==> src/rmac_pkg.sv <==
// ----------------------------------------------------------------------------
// Range map package
// Shared constants, register indexes and the square-root table for exp2.
// ----------------------------------------------------------------------------
package rmac_pkg;

  // Number of log2 squaring steps and exp2 root steps, clamped to 32.
  localparam int CURVE_ITERATIONS = 16;
  localparam int ITER_COUNT = (CURVE_ITERATIONS > 32) ? 32 : CURVE_ITERATIONS;
  localparam int ITW = (ITER_COUNT > 1) ? $clog2(ITER_COUNT) : 1;

  // Configuration register indexes.
  localparam logic [2:0] REG_IN_LOW    = 3'd0;
  localparam logic [2:0] REG_IN_HIGH   = 3'd1;
  localparam logic [2:0] REG_OUT_LOW   = 3'd2;
  localparam logic [2:0] REG_OUT_HIGH  = 3'd3;
  localparam logic [2:0] REG_CURVE_EXP = 3'd4;

  // Operation codes.
  localparam logic [1:0] OP_MAP   = 2'd0;
  localparam logic [1:0] OP_START = 2'd1;
  localparam logic [1:0] OP_STOP  = 2'd2;

  // One in Q1.30.
  localparam logic [30:0] Q_ONE = 31'h4000_0000;

  typedef logic [30:0] ctab_t [ITER_COUNT];

  // Integer square root, evaluated only at elaboration.
  function automatic logic [63:0] isqrt64(input logic [63:0] n);
    logic [63:0] nn;
    logic [63:0] res;
    logic [63:0] b;
    nn  = n;
    res = '0;
    b   = 64'h4000_0000_0000_0000;
    for (int j = 0; j < 32; j++) begin
      if (nn >= res + b) begin
        nn  = nn - (res + b);
        res = (res >> 1) + b;
      end else begin
        res = res >> 1;
      end
      b = b >> 2;
    end
    return res;
  endfunction

  // Successive square roots of one half in Q1.30.
  function automatic ctab_t calc_ctab();
    ctab_t       tab;
    logic [63:0] c;
    c = 64'h2000_0000;
    for (int i = 0; i < ITER_COUNT; i++) begin
      c      = isqrt64(c << 30);
      tab[i] = c[30:0];
    end
    return tab;
  endfunction

  localparam ctab_t C_TAB = calc_ctab();

endpackage

==> src/rmac_if.sv <==
// ----------------------------------------------------------------------------
// Range map channels
// Valid/ready channels for the input words and the result words.
// ----------------------------------------------------------------------------
interface rmac_in_if;
  logic               valid;
  logic               ready;
  logic [1:0]         op;
  logic signed [31:0] sample;
  modport source (output valid, op, sample, input ready);
  modport sink (input valid, op, sample, output ready);
endinterface

interface rmac_out_if;
  logic               valid;
  logic               ready;
  logic signed [31:0] mapped;
  logic signed [31:0] learned_low;
  logic signed [31:0] learned_high;
  logic               low_dropped;
  logic               high_rose;
  logic               learned_valid;
  logic               learning_on;
  modport source (output valid, mapped, learned_low, learned_high, low_dropped,
                  high_rose, learned_valid, learning_on, input ready);
  modport sink (input valid, mapped, learned_low, learned_high, low_dropped,
                high_rose, learned_valid, learning_on, output ready);
endinterface

==> src/range_map_autorange_curve.sv <==
// ----------------------------------------------------------------------------
// Range map with range learning and power curve
// Maps Q16.16 samples from an input range to an output range.
// ----------------------------------------------------------------------------
// The input channel in_ch carries an op and a sample; every accepted word
// gives exactly one result word on out_ch. Op 0 maps the sample, op 1 starts
// range learning, op 2 stops it. Registers are written through cfg_we,
// cfg_index and cfg_wdata; the user must write them only while the block
// is idle, as the block itself does not enforce this. One word is processed
// at a time and in_ch.ready is high only when the sequencer is idle. A map
// op may run the 30-step divider; a curved map also runs the normalize,
// log2 squaring and exp2 root steps, and the shared multiplier is used by
// each log2 and exp2 step. The result sits in an output register; if the
// receiver stalls, the next word may still be accepted and computed, and it
// waits in the last sequencer state until the output register is free.
// Reset puts the registers at their defaults, learning off, tracks at their
// extremes and no result pending.
// ----------------------------------------------------------------------------
module range_map_autorange_curve (
  input  logic                clk,
  input  logic                rst_n,
  rmac_in_if.sink             in_ch,
  rmac_out_if.source          out_ch,
  input  logic                cfg_we,
  input  logic [2:0]          cfg_index,
  input  logic [31:0]         cfg_wdata
);
  import rmac_pkg::*;

  typedef enum logic [3:0] {
    S_IDLE, S_SETUP, S_CLASS, S_DIV, S_CURVE, S_NORMLZ, S_LOG, S_TMUL,
    S_EXP, S_SHR, S_POWFIN, S_PROD, S_SUM, S_DONE
  } state_t;

  state_t state_r;

  // Configuration registers.
  logic signed [31:0] in_low_r, in_high_r, out_low_r, out_high_r;
  logic signed [15:0] curve_exp_r;

  // Learning state.
  logic               learning_r;
  logic signed [31:0] track_low_r, track_high_r;

  // Work registers.
  logic [1:0]         op_r;
  logic               dropped_r, rose_r;
  logic signed [31:0] v_r, lo_r, hi_r;
  logic signed [32:0] d_r, span_r;
  logic [33:0]        rem_r;
  logic [32:0]        div_r;
  logic [29:0]        q_r;
  logic [4:0]         cnt_r;
  logic [30:0]        norm_r;
  logic               neg_r;
  logic [15:0]        mag_r;
  logic [31:0]        m_r;
  logic [5:0]         k_r;
  logic [31:0]        frac_r;
  logic [ITW-1:0]     it_r;
  logic [31:0]        f_r;
  logic [4:0]         ip_r;
  logic [30:0]        res_r;
  logic [30:0]        px_r;
  logic [30:0]        curved_r;
  logic signed [33:0] qv_r;
  logic signed [31:0] mapped_res_r;

  // Output register.
  logic               out_valid_r;
  logic signed [31:0] out_mapped_r, out_low_rr, out_high_rr;
  logic               out_drop_r, out_rose_r, out_lvalid_r, out_lon_r;

  // Shared multiplier.
  logic [36:0] mul_a;
  logic [30:0] mul_b;
  logic [67:0] mul_p;

  logic signed [32:0] diff;
  logic [32:0]        abs_diff;
  logic [36:0]        nl;

  assign diff     = 33'(out_high_r) - 33'(out_low_r);
  assign abs_diff = diff[32] ? 33'(-diff) : 33'(diff);
  assign nl       = {k_r[4:0], 32'd0} - {5'd0, frac_r};

  // Operand selection for the shared multiplier.
  always_comb begin
    mul_a = '0;
    mul_b = '0;
    case (state_r)
      S_LOG: begin
        mul_a = {5'd0, m_r};
        mul_b = m_r[30:0];
      end
      S_TMUL: begin
        mul_a = nl;
        mul_b = {15'd0, mag_r};
      end
      S_EXP: begin
        mul_a = {6'd0, res_r};
        mul_b = C_TAB[it_r];
      end
      S_PROD: begin
        mul_a = {4'd0, abs_diff};
        mul_b = curved_r;
      end
      default: begin
        mul_a = '0;
        mul_b = '0;
      end
    endcase
  end
  assign mul_p = 68'(mul_a) * 68'(mul_b);

  // Step signals.
  logic [33:0]        rem2;
  logic [31:0]        sq;
  logic [44:0]        tval;
  logic signed [34:0] sum;
  logic               lin;
  logic [32:0]        ad, as_v;

  assign rem2 = {rem_r[32:0], 1'b0};
  assign sq   = mul_p[61:30];
  assign tval = mul_p[52:8];
  assign sum  = 35'(out_low_r) + 35'(qv_r);
  assign lin  = (curve_exp_r == 16'sd0) || (curve_exp_r == 16'sd256) ||
                (curve_exp_r == -16'sd256);
  assign ad   = d_r[32] ? 33'(-d_r) : 33'(d_r);
  assign as_v = span_r[32] ? 33'(-span_r) : 33'(span_r);

  assign in_ch.ready = (state_r == S_IDLE);

  // Sequencer with configuration and output registers.
  always_ff @(posedge clk) begin
    if (!rst_n) begin
      state_r      <= S_IDLE;
      in_low_r     <= -32'sd65536;
      in_high_r    <= 32'sd65536;
      out_low_r    <= 32'sd0;
      out_high_r   <= 32'sd65536;
      curve_exp_r  <= 16'sd256;
      learning_r   <= 1'b0;
      track_low_r  <= 32'sh7FFF_FFFF;
      track_high_r <= 32'sh8000_0000;
      out_valid_r  <= 1'b0;
    end else begin
      if (cfg_we) begin
        case (cfg_index)
          REG_IN_LOW:    in_low_r    <= cfg_wdata;
          REG_IN_HIGH:   in_high_r   <= cfg_wdata;
          REG_OUT_LOW:   out_low_r   <= cfg_wdata;
          REG_OUT_HIGH:  out_high_r  <= cfg_wdata;
          REG_CURVE_EXP: curve_exp_r <= cfg_wdata[15:0];
          default: ;
        endcase
      end
      if (out_valid_r && out_ch.ready) begin
        out_valid_r <= 1'b0;
      end
      case (state_r)
        S_IDLE: begin
          if (in_ch.valid) begin
            op_r         <= in_ch.op;
            v_r          <= in_ch.sample;
            dropped_r    <= 1'b0;
            rose_r       <= 1'b0;
            mapped_res_r <= '0;
            lo_r         <= in_low_r;
            hi_r         <= in_high_r;
            state_r      <= S_DONE;
            case (in_ch.op)
              OP_MAP: begin
                state_r <= S_SETUP;
                if (learning_r) begin
                  lo_r <= track_low_r;
                  hi_r <= track_high_r;
                  if (in_ch.sample > track_high_r) begin
                    track_high_r <= in_ch.sample;
                    hi_r         <= in_ch.sample;
                    rose_r       <= 1'b1;
                  end
                  if (in_ch.sample < track_low_r) begin
                    track_low_r <= in_ch.sample;
                    lo_r        <= in_ch.sample;
                    dropped_r   <= 1'b1;
                  end
                end
              end
              OP_START: begin
                learning_r   <= 1'b1;
                track_low_r  <= 32'sh7FFF_FFFF;
                track_high_r <= 32'sh8000_0000;
              end
              OP_STOP: learning_r <= 1'b0;
              default: ;
            endcase
          end
        end
        S_SETUP: begin
          d_r     <= 33'(v_r) - 33'(lo_r);
          span_r  <= 33'(hi_r) - 33'(lo_r);
          state_r <= S_CLASS;
        end
        S_CLASS: begin
          state_r <= S_CURVE;
          cnt_r   <= '0;
          if (span_r == 33'sd0) begin
            norm_r <= Q_ONE >> 1;
          end else if (d_r == 33'sd0 || (d_r[32] != span_r[32])) begin
            norm_r <= '0;
          end else if (ad >= as_v) begin
            norm_r <= Q_ONE;
          end else begin
            rem_r   <= {1'b0, ad};
            div_r   <= as_v;
            q_r     <= '0;
            state_r <= S_DIV;
          end
        end
        // One quotient bit per cycle.
        S_DIV: begin
          if (rem2 >= {1'b0, div_r}) begin
            rem_r <= rem2 - {1'b0, div_r};
            q_r   <= {q_r[28:0], 1'b1};
          end else begin
            rem_r <= rem2;
            q_r   <= {q_r[28:0], 1'b0};
          end
          cnt_r <= cnt_r + 5'd1;
          if (cnt_r == 5'd29) begin
            state_r <= S_CURVE;
          end
        end
        S_CURVE: begin
          logic [30:0] nv;
          logic [30:0] x;
          nv = (state_r == S_CURVE && cnt_r == 5'd30) ? {1'b0, q_r} : norm_r;
          x  = curve_exp_r[15] ? (Q_ONE - nv) : nv;
          norm_r <= nv;
          cnt_r  <= '0;
          neg_r  <= curve_exp_r[15];
          mag_r  <= curve_exp_r[15] ? 16'(-curve_exp_r) : 16'(curve_exp_r);
          if (lin) begin
            curved_r <= nv;
            state_r  <= S_PROD;
          end else if (x == '0) begin
            px_r    <= '0;
            state_r <= S_POWFIN;
          end else if (x >= Q_ONE) begin
            px_r    <= Q_ONE;
            state_r <= S_POWFIN;
          end else begin
            m_r     <= {1'b0, x};
            k_r     <= '0;
            state_r <= S_NORMLZ;
          end
        end
        // Shift one place per cycle until the value reaches one.
        S_NORMLZ: begin
          if (m_r < {1'b0, Q_ONE}) begin
            m_r <= m_r << 1;
            k_r <= k_r + 6'd1;
          end else begin
            frac_r  <= '0;
            it_r    <= '0;
            state_r <= S_LOG;
          end
        end
        // One log2 fraction bit per squaring.
        S_LOG: begin
          if (sq[31]) begin
            m_r    <= sq >> 1;
            frac_r <= frac_r | (32'h8000_0000 >> it_r);
          end else begin
            m_r <= sq;
          end
          it_r <= it_r + ITW'(1);
          if (it_r == ITW'(ITER_COUNT - 1)) begin
            state_r <= S_TMUL;
          end
        end
        S_TMUL: begin
          f_r   <= tval[31:0];
          ip_r  <= tval[36:32];
          res_r <= Q_ONE;
          it_r  <= '0;
          if (tval[44:32] > 13'd30) begin
            px_r    <= '0;
            state_r <= S_POWFIN;
          end else begin
            state_r <= S_EXP;
          end
        end
        // One root factor per cycle for each set fraction bit.
        S_EXP: begin
          if (f_r[31]) begin
            res_r <= mul_p[60:30];
          end
          f_r  <= f_r << 1;
          it_r <= it_r + ITW'(1);
          if (it_r == ITW'(ITER_COUNT - 1)) begin
            state_r <= S_SHR;
          end
        end
        S_SHR: begin
          px_r    <= res_r >> ip_r;
          state_r <= S_POWFIN;
        end
        S_POWFIN: begin
          curved_r <= neg_r ? (Q_ONE - px_r) : px_r;
          state_r  <= S_PROD;
        end
        S_PROD: begin
          qv_r    <= diff[32] ? -34'($signed({1'b0, mul_p[62:30]}))
                              : 34'($signed({1'b0, mul_p[62:30]}));
          state_r <= S_SUM;
        end
        S_SUM: begin
          if (sum > 35'sh0_7FFF_FFFF) begin
            mapped_res_r <= 32'sh7FFF_FFFF;
          end else if (sum < -35'sh0_8000_0000) begin
            mapped_res_r <= 32'sh8000_0000;
          end else begin
            mapped_res_r <= sum[31:0];
          end
          state_r <= S_DONE;
        end
        S_DONE: begin
          if (!out_valid_r || out_ch.ready) begin
            out_valid_r  <= 1'b1;
            out_mapped_r <= mapped_res_r;
            out_low_rr   <= track_low_r;
            out_high_rr  <= track_high_r;
            out_drop_r   <= dropped_r;
            out_rose_r   <= rose_r;
            out_lvalid_r <= track_low_r < track_high_r;
            out_lon_r    <= learning_r;
            state_r      <= S_IDLE;
          end
        end
        default: state_r <= S_IDLE;
      endcase
    end
  end

  assign out_ch.valid         = out_valid_r;
  assign out_ch.mapped        = out_mapped_r;
  assign out_ch.learned_low   = out_low_rr;
  assign out_ch.learned_high  = out_high_rr;
  assign out_ch.low_dropped   = out_drop_r;
  assign out_ch.high_rose     = out_rose_r;
  assign out_ch.learned_valid = out_lvalid_r;
  assign out_ch.learning_on   = out_lon_r;

  // The sequencer only takes words while idle.
  a_busy_not_ready: assert property (@(posedge clk) disable iff (!rst_n)
    (state_r != S_IDLE) |-> !in_ch.ready) else $error("ready while busy");

  // The position in the range never exceeds one.
  a_norm_bound: assert property (@(posedge clk) disable iff (!rst_n)
    (state_r == S_PROD) |-> (curved_r <= Q_ONE)) else $error("curve above one");

  // A start op yields learning on and empty tracks; this checks learning on and a clear drop flag.
  a_start_result: assert property (@(posedge clk) disable iff (!rst_n)
    (state_r == S_DONE && op_r == OP_START) |-> learning_r && !dropped_r)
    else $error("start op state");

endmodule
==> src/flat_wrapper.sv <==
// flat-port wrapper written by rule: the top's interface ports become plain ports
module range_map_autorange_curve_flat import rmac_pkg::*;
  (clk, rst_n, cfg_we, cfg_index, cfg_wdata, in_ch_valid, in_ch_op, in_ch_sample, in_ch_ready, out_ch_valid, out_ch_mapped, out_ch_learned_low, out_ch_learned_high, out_ch_low_dropped, out_ch_high_rose, out_ch_learned_valid, out_ch_learning_on, out_ch_ready);
  rmac_in_if in_ch_i ();
  rmac_out_if out_ch_i ();
  input  logic clk;
  input  logic rst_n;
  input  logic cfg_we;
  input  logic [2:0] cfg_index;
  input  logic [31:0] cfg_wdata;
  input wire logic [$bits(in_ch_i.valid)-1:0] in_ch_valid;
  input wire logic [$bits(in_ch_i.op)-1:0] in_ch_op;
  input wire logic [$bits(in_ch_i.sample)-1:0] in_ch_sample;
  output wire logic [$bits(in_ch_i.ready)-1:0] in_ch_ready;
  output wire logic [$bits(out_ch_i.valid)-1:0] out_ch_valid;
  output wire logic [$bits(out_ch_i.mapped)-1:0] out_ch_mapped;
  output wire logic [$bits(out_ch_i.learned_low)-1:0] out_ch_learned_low;
  output wire logic [$bits(out_ch_i.learned_high)-1:0] out_ch_learned_high;
  output wire logic [$bits(out_ch_i.low_dropped)-1:0] out_ch_low_dropped;
  output wire logic [$bits(out_ch_i.high_rose)-1:0] out_ch_high_rose;
  output wire logic [$bits(out_ch_i.learned_valid)-1:0] out_ch_learned_valid;
  output wire logic [$bits(out_ch_i.learning_on)-1:0] out_ch_learning_on;
  input wire logic [$bits(out_ch_i.ready)-1:0] out_ch_ready;
  assign in_ch_i.valid = in_ch_valid;
  assign in_ch_i.op = in_ch_op;
  assign in_ch_i.sample = in_ch_sample;
  assign in_ch_ready = in_ch_i.ready;
  assign out_ch_valid = out_ch_i.valid;
  assign out_ch_mapped = out_ch_i.mapped;
  assign out_ch_learned_low = out_ch_i.learned_low;
  assign out_ch_learned_high = out_ch_i.learned_high;
  assign out_ch_low_dropped = out_ch_i.low_dropped;
  assign out_ch_high_rose = out_ch_i.high_rose;
  assign out_ch_learned_valid = out_ch_i.learned_valid;
  assign out_ch_learning_on = out_ch_i.learning_on;
  assign out_ch_i.ready = out_ch_ready;
  range_map_autorange_curve u_core (.clk(clk), .rst_n(rst_n), .in_ch(in_ch_i), .out_ch(out_ch_i), .cfg_we(cfg_we), .cfg_index(cfg_index), .cfg_wdata(cfg_wdata));
endmodule
==> config.mk <==
export PLATFORM = sky130hd
export DESIGN_NAME = range_map_autorange_curve_flat
export DESIGN_NICKNAME = d
export VERILOG_FILES = /design/src/rmac_pkg.sv /design/src/rmac_if.sv /design/src/range_map_autorange_curve.sv /design/src/flat_wrapper.sv
export SDC_FILE = /design/constraint.sdc
export NUM_CORES = 2
export LEC_CHECK = 0
export ABC_AREA = 1
export BUFFER_PORTS_ARGS = -buffer_cell sky130_fd_sc_hd__buf_4
export CORE_UTILIZATION = 35
export DETAILED_ROUTE_END_ITERATION = 12
export PLACE_DENSITY = 0.48
export SLEW_MARGIN = 15
export SYNTH_ARGS = -nofsm -noshare
export SYNTH_HDL_FRONTEND = slang
export SYNTH_SLANG_ARGS = --single-unit
export TNS_END_PERCENT = 30
==> constraint.sdc <==
create_clock -name clk -period 14.6 [get_ports clk]
set_input_delay 2.19 -clock clk [delete_from_list [all_inputs] [get_ports clk]]
set_output_delay 2.19 -clock clk [all_outputs]
set_load 0.005 [all_outputs]
; Yosys cells after proc, flatten, opt, wreduce, memory -nomap -nowiden
; Memory sizes are Yosys's and may differ from the RTL's.
; Index checks and enable logic that the tools add are counted.
[totals]
ff_bits = 897
mem_bits_ro = 496
output_inout_bits = 102
elab_cells = 270
memories = 1
[classes]
add_sub_neg = 16
n_mul = 1
n_lt_le_gt_ge = 11
eq_ne = 45
shift = 2
n_mux = 88
n_bitwise = 5
n_reduce_logical = 57
[mem_list]
columns = name, words, word_bits, rd, rd_ports_with_merged_regs, wr, line_no
row1 = (name not given), 16, 31, 1, 0, 0, range_map_autorange_curve.sv:102  ; mul_b = C_TAB[it_r];
[op_table]
columns = cell, count
row1 = 2-to-1 mux 32 bit, 17
row2 = 2-to-1 mux 31 bit, 15
row3 = case mux 32 bit (2 select lines), 5
row4 = 2-to-1 mux 33 bit, 8
row5 = case mux 31 bit (2 select lines), 3
row6 = case mux 37 bit (4 select lines), 1
row7 = case mux 31 bit (4 select lines), 1
row8 = negation 33 bit, 3
row9 = subtractor 32 x 32 -> 33 bit, 3
row10 = case mux 32 bit (3 select lines), 1
row11 = case mux 31 bit (3 select lines), 1
row12 = 2-to-1 mux 30 bit, 3
row13 = zero test 33 bit, 2
row14 = case mux 33 bit (2 select lines), 1
row15 = < comparator 32 bit, 2
row16 = multiplier 37 x 31 -> 63 bit, 1
row17 = subtractor 31 bit (first input constant), 2
row18 = case mux 30 bit (2 select lines), 1
row19 = case mux 4 bit (14 select lines), 1
row20 = 2-to-1 mux 4 bit, 13
row21 = subtractor 37 x 32 -> 37 bit, 1
row22 = adder 32 x 34 -> 35 bit, 1
row23 = greater-than comparator 35 x 32 -> 1 bit (second input constant), 1
row24 = < comparator 35 x 32 -> 1 bit (second input constant), 1
row25 = 60 further kinds, 137

; Longest topological paths before layout
[depth]
word_depth = 10
mapped_depth = 63
ltp_nobuf = 62

; Worst setup path after synthesis
; Ideal clock, no wire load.
[synth_timing]
path_type = in2reg
from = input port rst_n
to = register u_core.out_rose_r (netlist: u_core.out_ch.high_rose) (enable)
arrival_ps = 12110
t_required_ps = 13796
path_slack_ps = 1686
cell_stages = 3
path_cell_list = clkbuf_1 > clkinv_1 > nor4_1
[synth_via]
elab_chain_cells = 1
[synth_lines]
columns = item, line_no
row1 = "start, declared", flat_wrapper.sv:7  ; input logic rst_n;
row2 = AND reduction 3 bit (no source line), -
row3 = "end signal, assigned", range_map_autorange_curve.sv:337  ; out_rose_r <= rose_r;
row4 = "end, declared", range_map_autorange_curve.sv:72  ; logic out_drop_r, out_rose_r, out_lvalid_r, out_lon_r;
; No other way between the ends.
; A chain may end at the register's enable or synchronous reset.

; Worst setup path in the final report
[layout_timing]
from = register u_core.out_low_r[31]
to = register u_core.qv_r[28] (data pin)
[layout_via]
elab_cells_between_ends = 7
cone_classes = add/sub: 3 / mul: 1 / mux: 3
[layout_lines]
columns = item, line_no
row1 = "start, declared", range_map_autorange_curve.sv:38  ; logic signed [31:0] in_low_r, in_high_r, out_low_r, out_high_r;
row2 = "start signal, assigned", range_map_autorange_curve.sv:153  ; REG_OUT_LOW: out_low_r <= cfg_wdata;
row3 = subtractor 32 x 32 -> 33 bit, range_map_autorange_curve.sv:83  ; assign diff = 33'(out_high_r) - 33'(out_low_r);
row4 = 2-to-1 mux 33 bit, range_map_autorange_curve.sv:84  ; assign abs_diff = diff[32] ? 33'(-diff) : 33'(diff);
row5 = case mux 37 bit (4 select lines), range_map_autorange_curve.sv:91  ; case (state_r)
row6 = multiplier 37 x 31 -> 63 bit, range_map_autorange_curve.sv:114  ; assign mul_p = 68'(mul_a) * 68'(mul_b);
row7 = via u_core.mul_p[30], range_map_autorange_curve.sv:77  ; logic [67:0] mul_p;
row8 = negation 33 -> 34 bit, range_map_autorange_curve.sv:316  ; qv_r <= diff[32] ? -34'($signed({1'b0, mul_p[62:30]}))
row9 = 2-to-1 mux 33 bit, range_map_autorange_curve.sv:316
row10 = "end signal, assigned", range_map_autorange_curve.sv:316
row11 = "end, declared", range_map_autorange_curve.sv:66  ; logic signed [33:0] qv_r;
; The timed path passes the listed nets, and every way through them passes these cells.

==> results.toml <==
[route]
via_count = 72830
drc = 0
routed_wl_mm = 340.6
first_pass_iters = 6
ant_nets = 0
post_drt_via_cell_ratio = 5.183
wl_per_cell_um = 24.24
drt-initial-drc-count = 6723

[setup_path]
max_stage_delay_ns = 0.83
critPathMostFrequentCell = "inv_1"
worstPathRequired_ns = 15.04
ff2ff_path_depth = 50
r2r_end = "u_core.qv_r[28]"
rrSetupSlack_ns = 0.96
worstSetupEndpointType = "flop"
critical-path-slowest-cell = "o21ai_0"
r2r-start = "u_core.out_low_r[31]"
worstSetupStartpointType = "flop"
worst-setup-path-type = "flop to flop"
worst-path-max-fanout = 64
arrival_ns = 14.08

[flow_run]
drv_cap = 0

[final_layout]
layout-drive-gt1-share = 0.06558
instances_no_fill = 14050
nets = 12250
mostFrequentLayoutCell = "nand2_1"
final_cell_mix = "2,091 x nand2_1, 1,977 x inv_1, 1,091 x nor2_1"
final_util = 0.3894
synthToLayoutAreaGrowth_pct = 10.33
final_area_mm2 = 0.09710

[timing]
final-hold-violation-count = 0
finalCriticalPeriod_ns = 13.64
fin_crit_sh = 0.9346
setup_tns_ns = 0
setup_viol = 0
drv_slew = 0
max_slew_margin = 0.2141
fmax_ghz = 0.07329
rsz0062_at_grt = "no"
skew_ns = 0.09657
tightest_slew_ns = 1.172

[yosys]
synth_edf_count = 666
synth_cell_types = 81
synth_area_leaders = "fa_1 23%, edfxtp_1 23%, nand2_1 8.9%"
synth-seq-area-share = 0.2759
yosys.area.top_type = "fa_1"
synth_ff_type = "edfxtp_1"
yosys_register_bits = 880
synth.avg_cell_area_um2 = 8.356
netlist.area_leader.share = 0.2291
syn_area_mm2 = 0.08801
async_reset_ff_frac = 0
postSynthCellCount = 10530
ys_warn_count = 0

[hold_path]
min_from = "u_core.mapped_res_r[7]"
min_path_type = "flop to flop"
whs_path_depth = 0
holdPathEnd = "u_core.out_ch.mapped[7]"

[placed_design]
place_congestion = 0.9854
placed_cell_area_mm2 = 0.09358
dp_cells = 13860
portBuffers = 175
hpwl_mm = 273.4

[clock_network]
htreeDepth = 3
cts_tree = "built"
numCtsBuffers = 100
cts_resized = 0
cts_setup_buffers = 0
cts_buffer_depth = 3
ctsRootBufferMaster = "clkbuf_16"
clock-sinks = 880
cts-hold-fix-buffers = 0
clkTransAtPathRegs_ns = 0.07
insertion_delay_ns = 0.77

[pwr]
p_leak_nw = 44.70
cellPowerDensity_mw_per_mm2 = 130.4
ir_worst_vdd_mv = 0.1168

[die]
core_mm2 = 0.2493
row_count = 183
dieArea_mm2 = 0.2535
start_util = 0.3529
die-width_um = 503.4
io-pin-count = 176
die_h_um = 503.4

[outcome]
status = "finished, final reports clean"

[global_route]
grt_max_degree = 91
grtUsageTotal = 0.2693
gr-total-overflow = 0
grt_pass1_wl_mm = 501.5
antenna_found_initial = 14
grt_pass1_vias = 73000
[Yosys cell counts, drive strengths merged (28+ instances only)]
master	instances
a21oi	527
a31oi	28
buf	66
clkbuf	325
clkinv	30
dfxtp	214
edfxtp	666
fa	1007
ha	540
inv	2003
mux2i	84
nand2	2121
nand3	251
nand3b	47
nand4	62
nor2	1129
nor3	105
nor4	30
o211ai	45
o21ai	680
xnor2	132
xor2	213
[per-stage QoR]
step / hold slack (ns) / setup WS (ns) / total power, mW
finish: 0.4080 / 0.9553 / 12.66
global route: 0.4046 / 0.4069 / 13.33
CTS: 0.4009 / 1.327 / 12.62
detailed placement: 0.4045 / 1.427 / 9.843
global placement: 0.4072 / 0.8481 / 9.883
floorplan: 0.4003 / 1.686 / 7.117
[power breakdown]
part           switching, mW  internal [mW]
Combinational           4.87           1.83
Sequential             0.141           3.12
Clock                   1.16           1.54
Total                   6.17           6.49
[worst max-delay path, delay by kind of cell (launching register included)]
kind | cells | cell delay, ns
xor+xnor | 1 | 0.71
fa+ha+maj | 11 | 5.27
buf+inv | 13 | 2.37
flops | 1 | 0.40
simple gates | 19 | 2.62
compound gates | 6 | 1.92
[layout make-up]
type / count / area [µm²]
clock inverter: 60 / 754.5
multi-input combinational: 7272 / 54890
clock buffer: 128 / 2738
tap: 3330 / 4167
inverter: 2033 / 7635
timing repair buffer: 346 / 2623
fill: 25560 / 152300
sequential: 880 / 24280
antenna: 3 / 7.507
[per-layer routing]
metal / GRT usage / up-vias / part of all wire
met4: 0.07310 / 14 / 0.030
met1: 0.3908 / 36440 / 0.46
met2: 0.4074 / 2667 / 0.43
met3: 0.05024 / 467 / 0.079
met5: 0 / - / 0.00025
li1: - / 33240 / -
[flip-flops by register name, summed over array words and instances, names as in the netlist, 32 cells and up]
signal                      flops
u_core.qv_r                    34
u_core.in_high_r               32
u_core.track_low_r             32
u_core.out_ch.learned_low      32
u_core.div_r                   33
u_core.out_ch.learned_high     32
u_core.mapped_res_r            32
u_core.m_r                     32
u_core.out_ch.mapped           32
u_core.lo_r                    32
u_core.in_low_r                32
u_core.v_r                     32
u_core.span_r                  33
u_core.out_high_r              32
u_core.out_low_r               32
u_core.f_r                     32
u_core.track_high_r            32
u_core.d_r                     33
u_core.rem_r                   33
u_core.hi_r                    32
[worst max-delay path by stage]
| stage | slack [ns] | startpoint | endpoint | cells after the start |
|---|---|---|---|---|
| floorplan | 1.69 | rst_n | u_core.out_ch.high_rose | 3 |
| finish | 0.96 | u_core.out_low_r[31] | u_core.qv_r[28] | 50 |
| global route | 0.41 | u_core.out_low_r[31] | u_core.qv_r[10] | 49 |
| CTS | 1.33 | u_core.out_low_r[31] | u_core.qv_r[24] | 48 |
| detailed placement | 1.43 | u_core.out_low_r[31] | u_core.px_r[25] | 53 |
| global placement | 0.85 | u_core.out_low_r[31] | u_core.qv_r[14] | 49 |
[logic make-up (layout without fill, tap and decap cells)]
group,Yosys count,after routing,share of synthesized area
AOI/OAI and AO/OA,1468,1468,0.09290
xor gates and xnor gates,345,345,0.03489
adders and majority gates,1547,1547,0.3058
buffers and inverters,2424,2567,0.1047
DFF,880,880,0.2759
muxes,84,84,0.009554
other,2,49,0.00008534
and+or+nand+nor,3782,3782,0.1761
(Power assumes the default switching activity.)
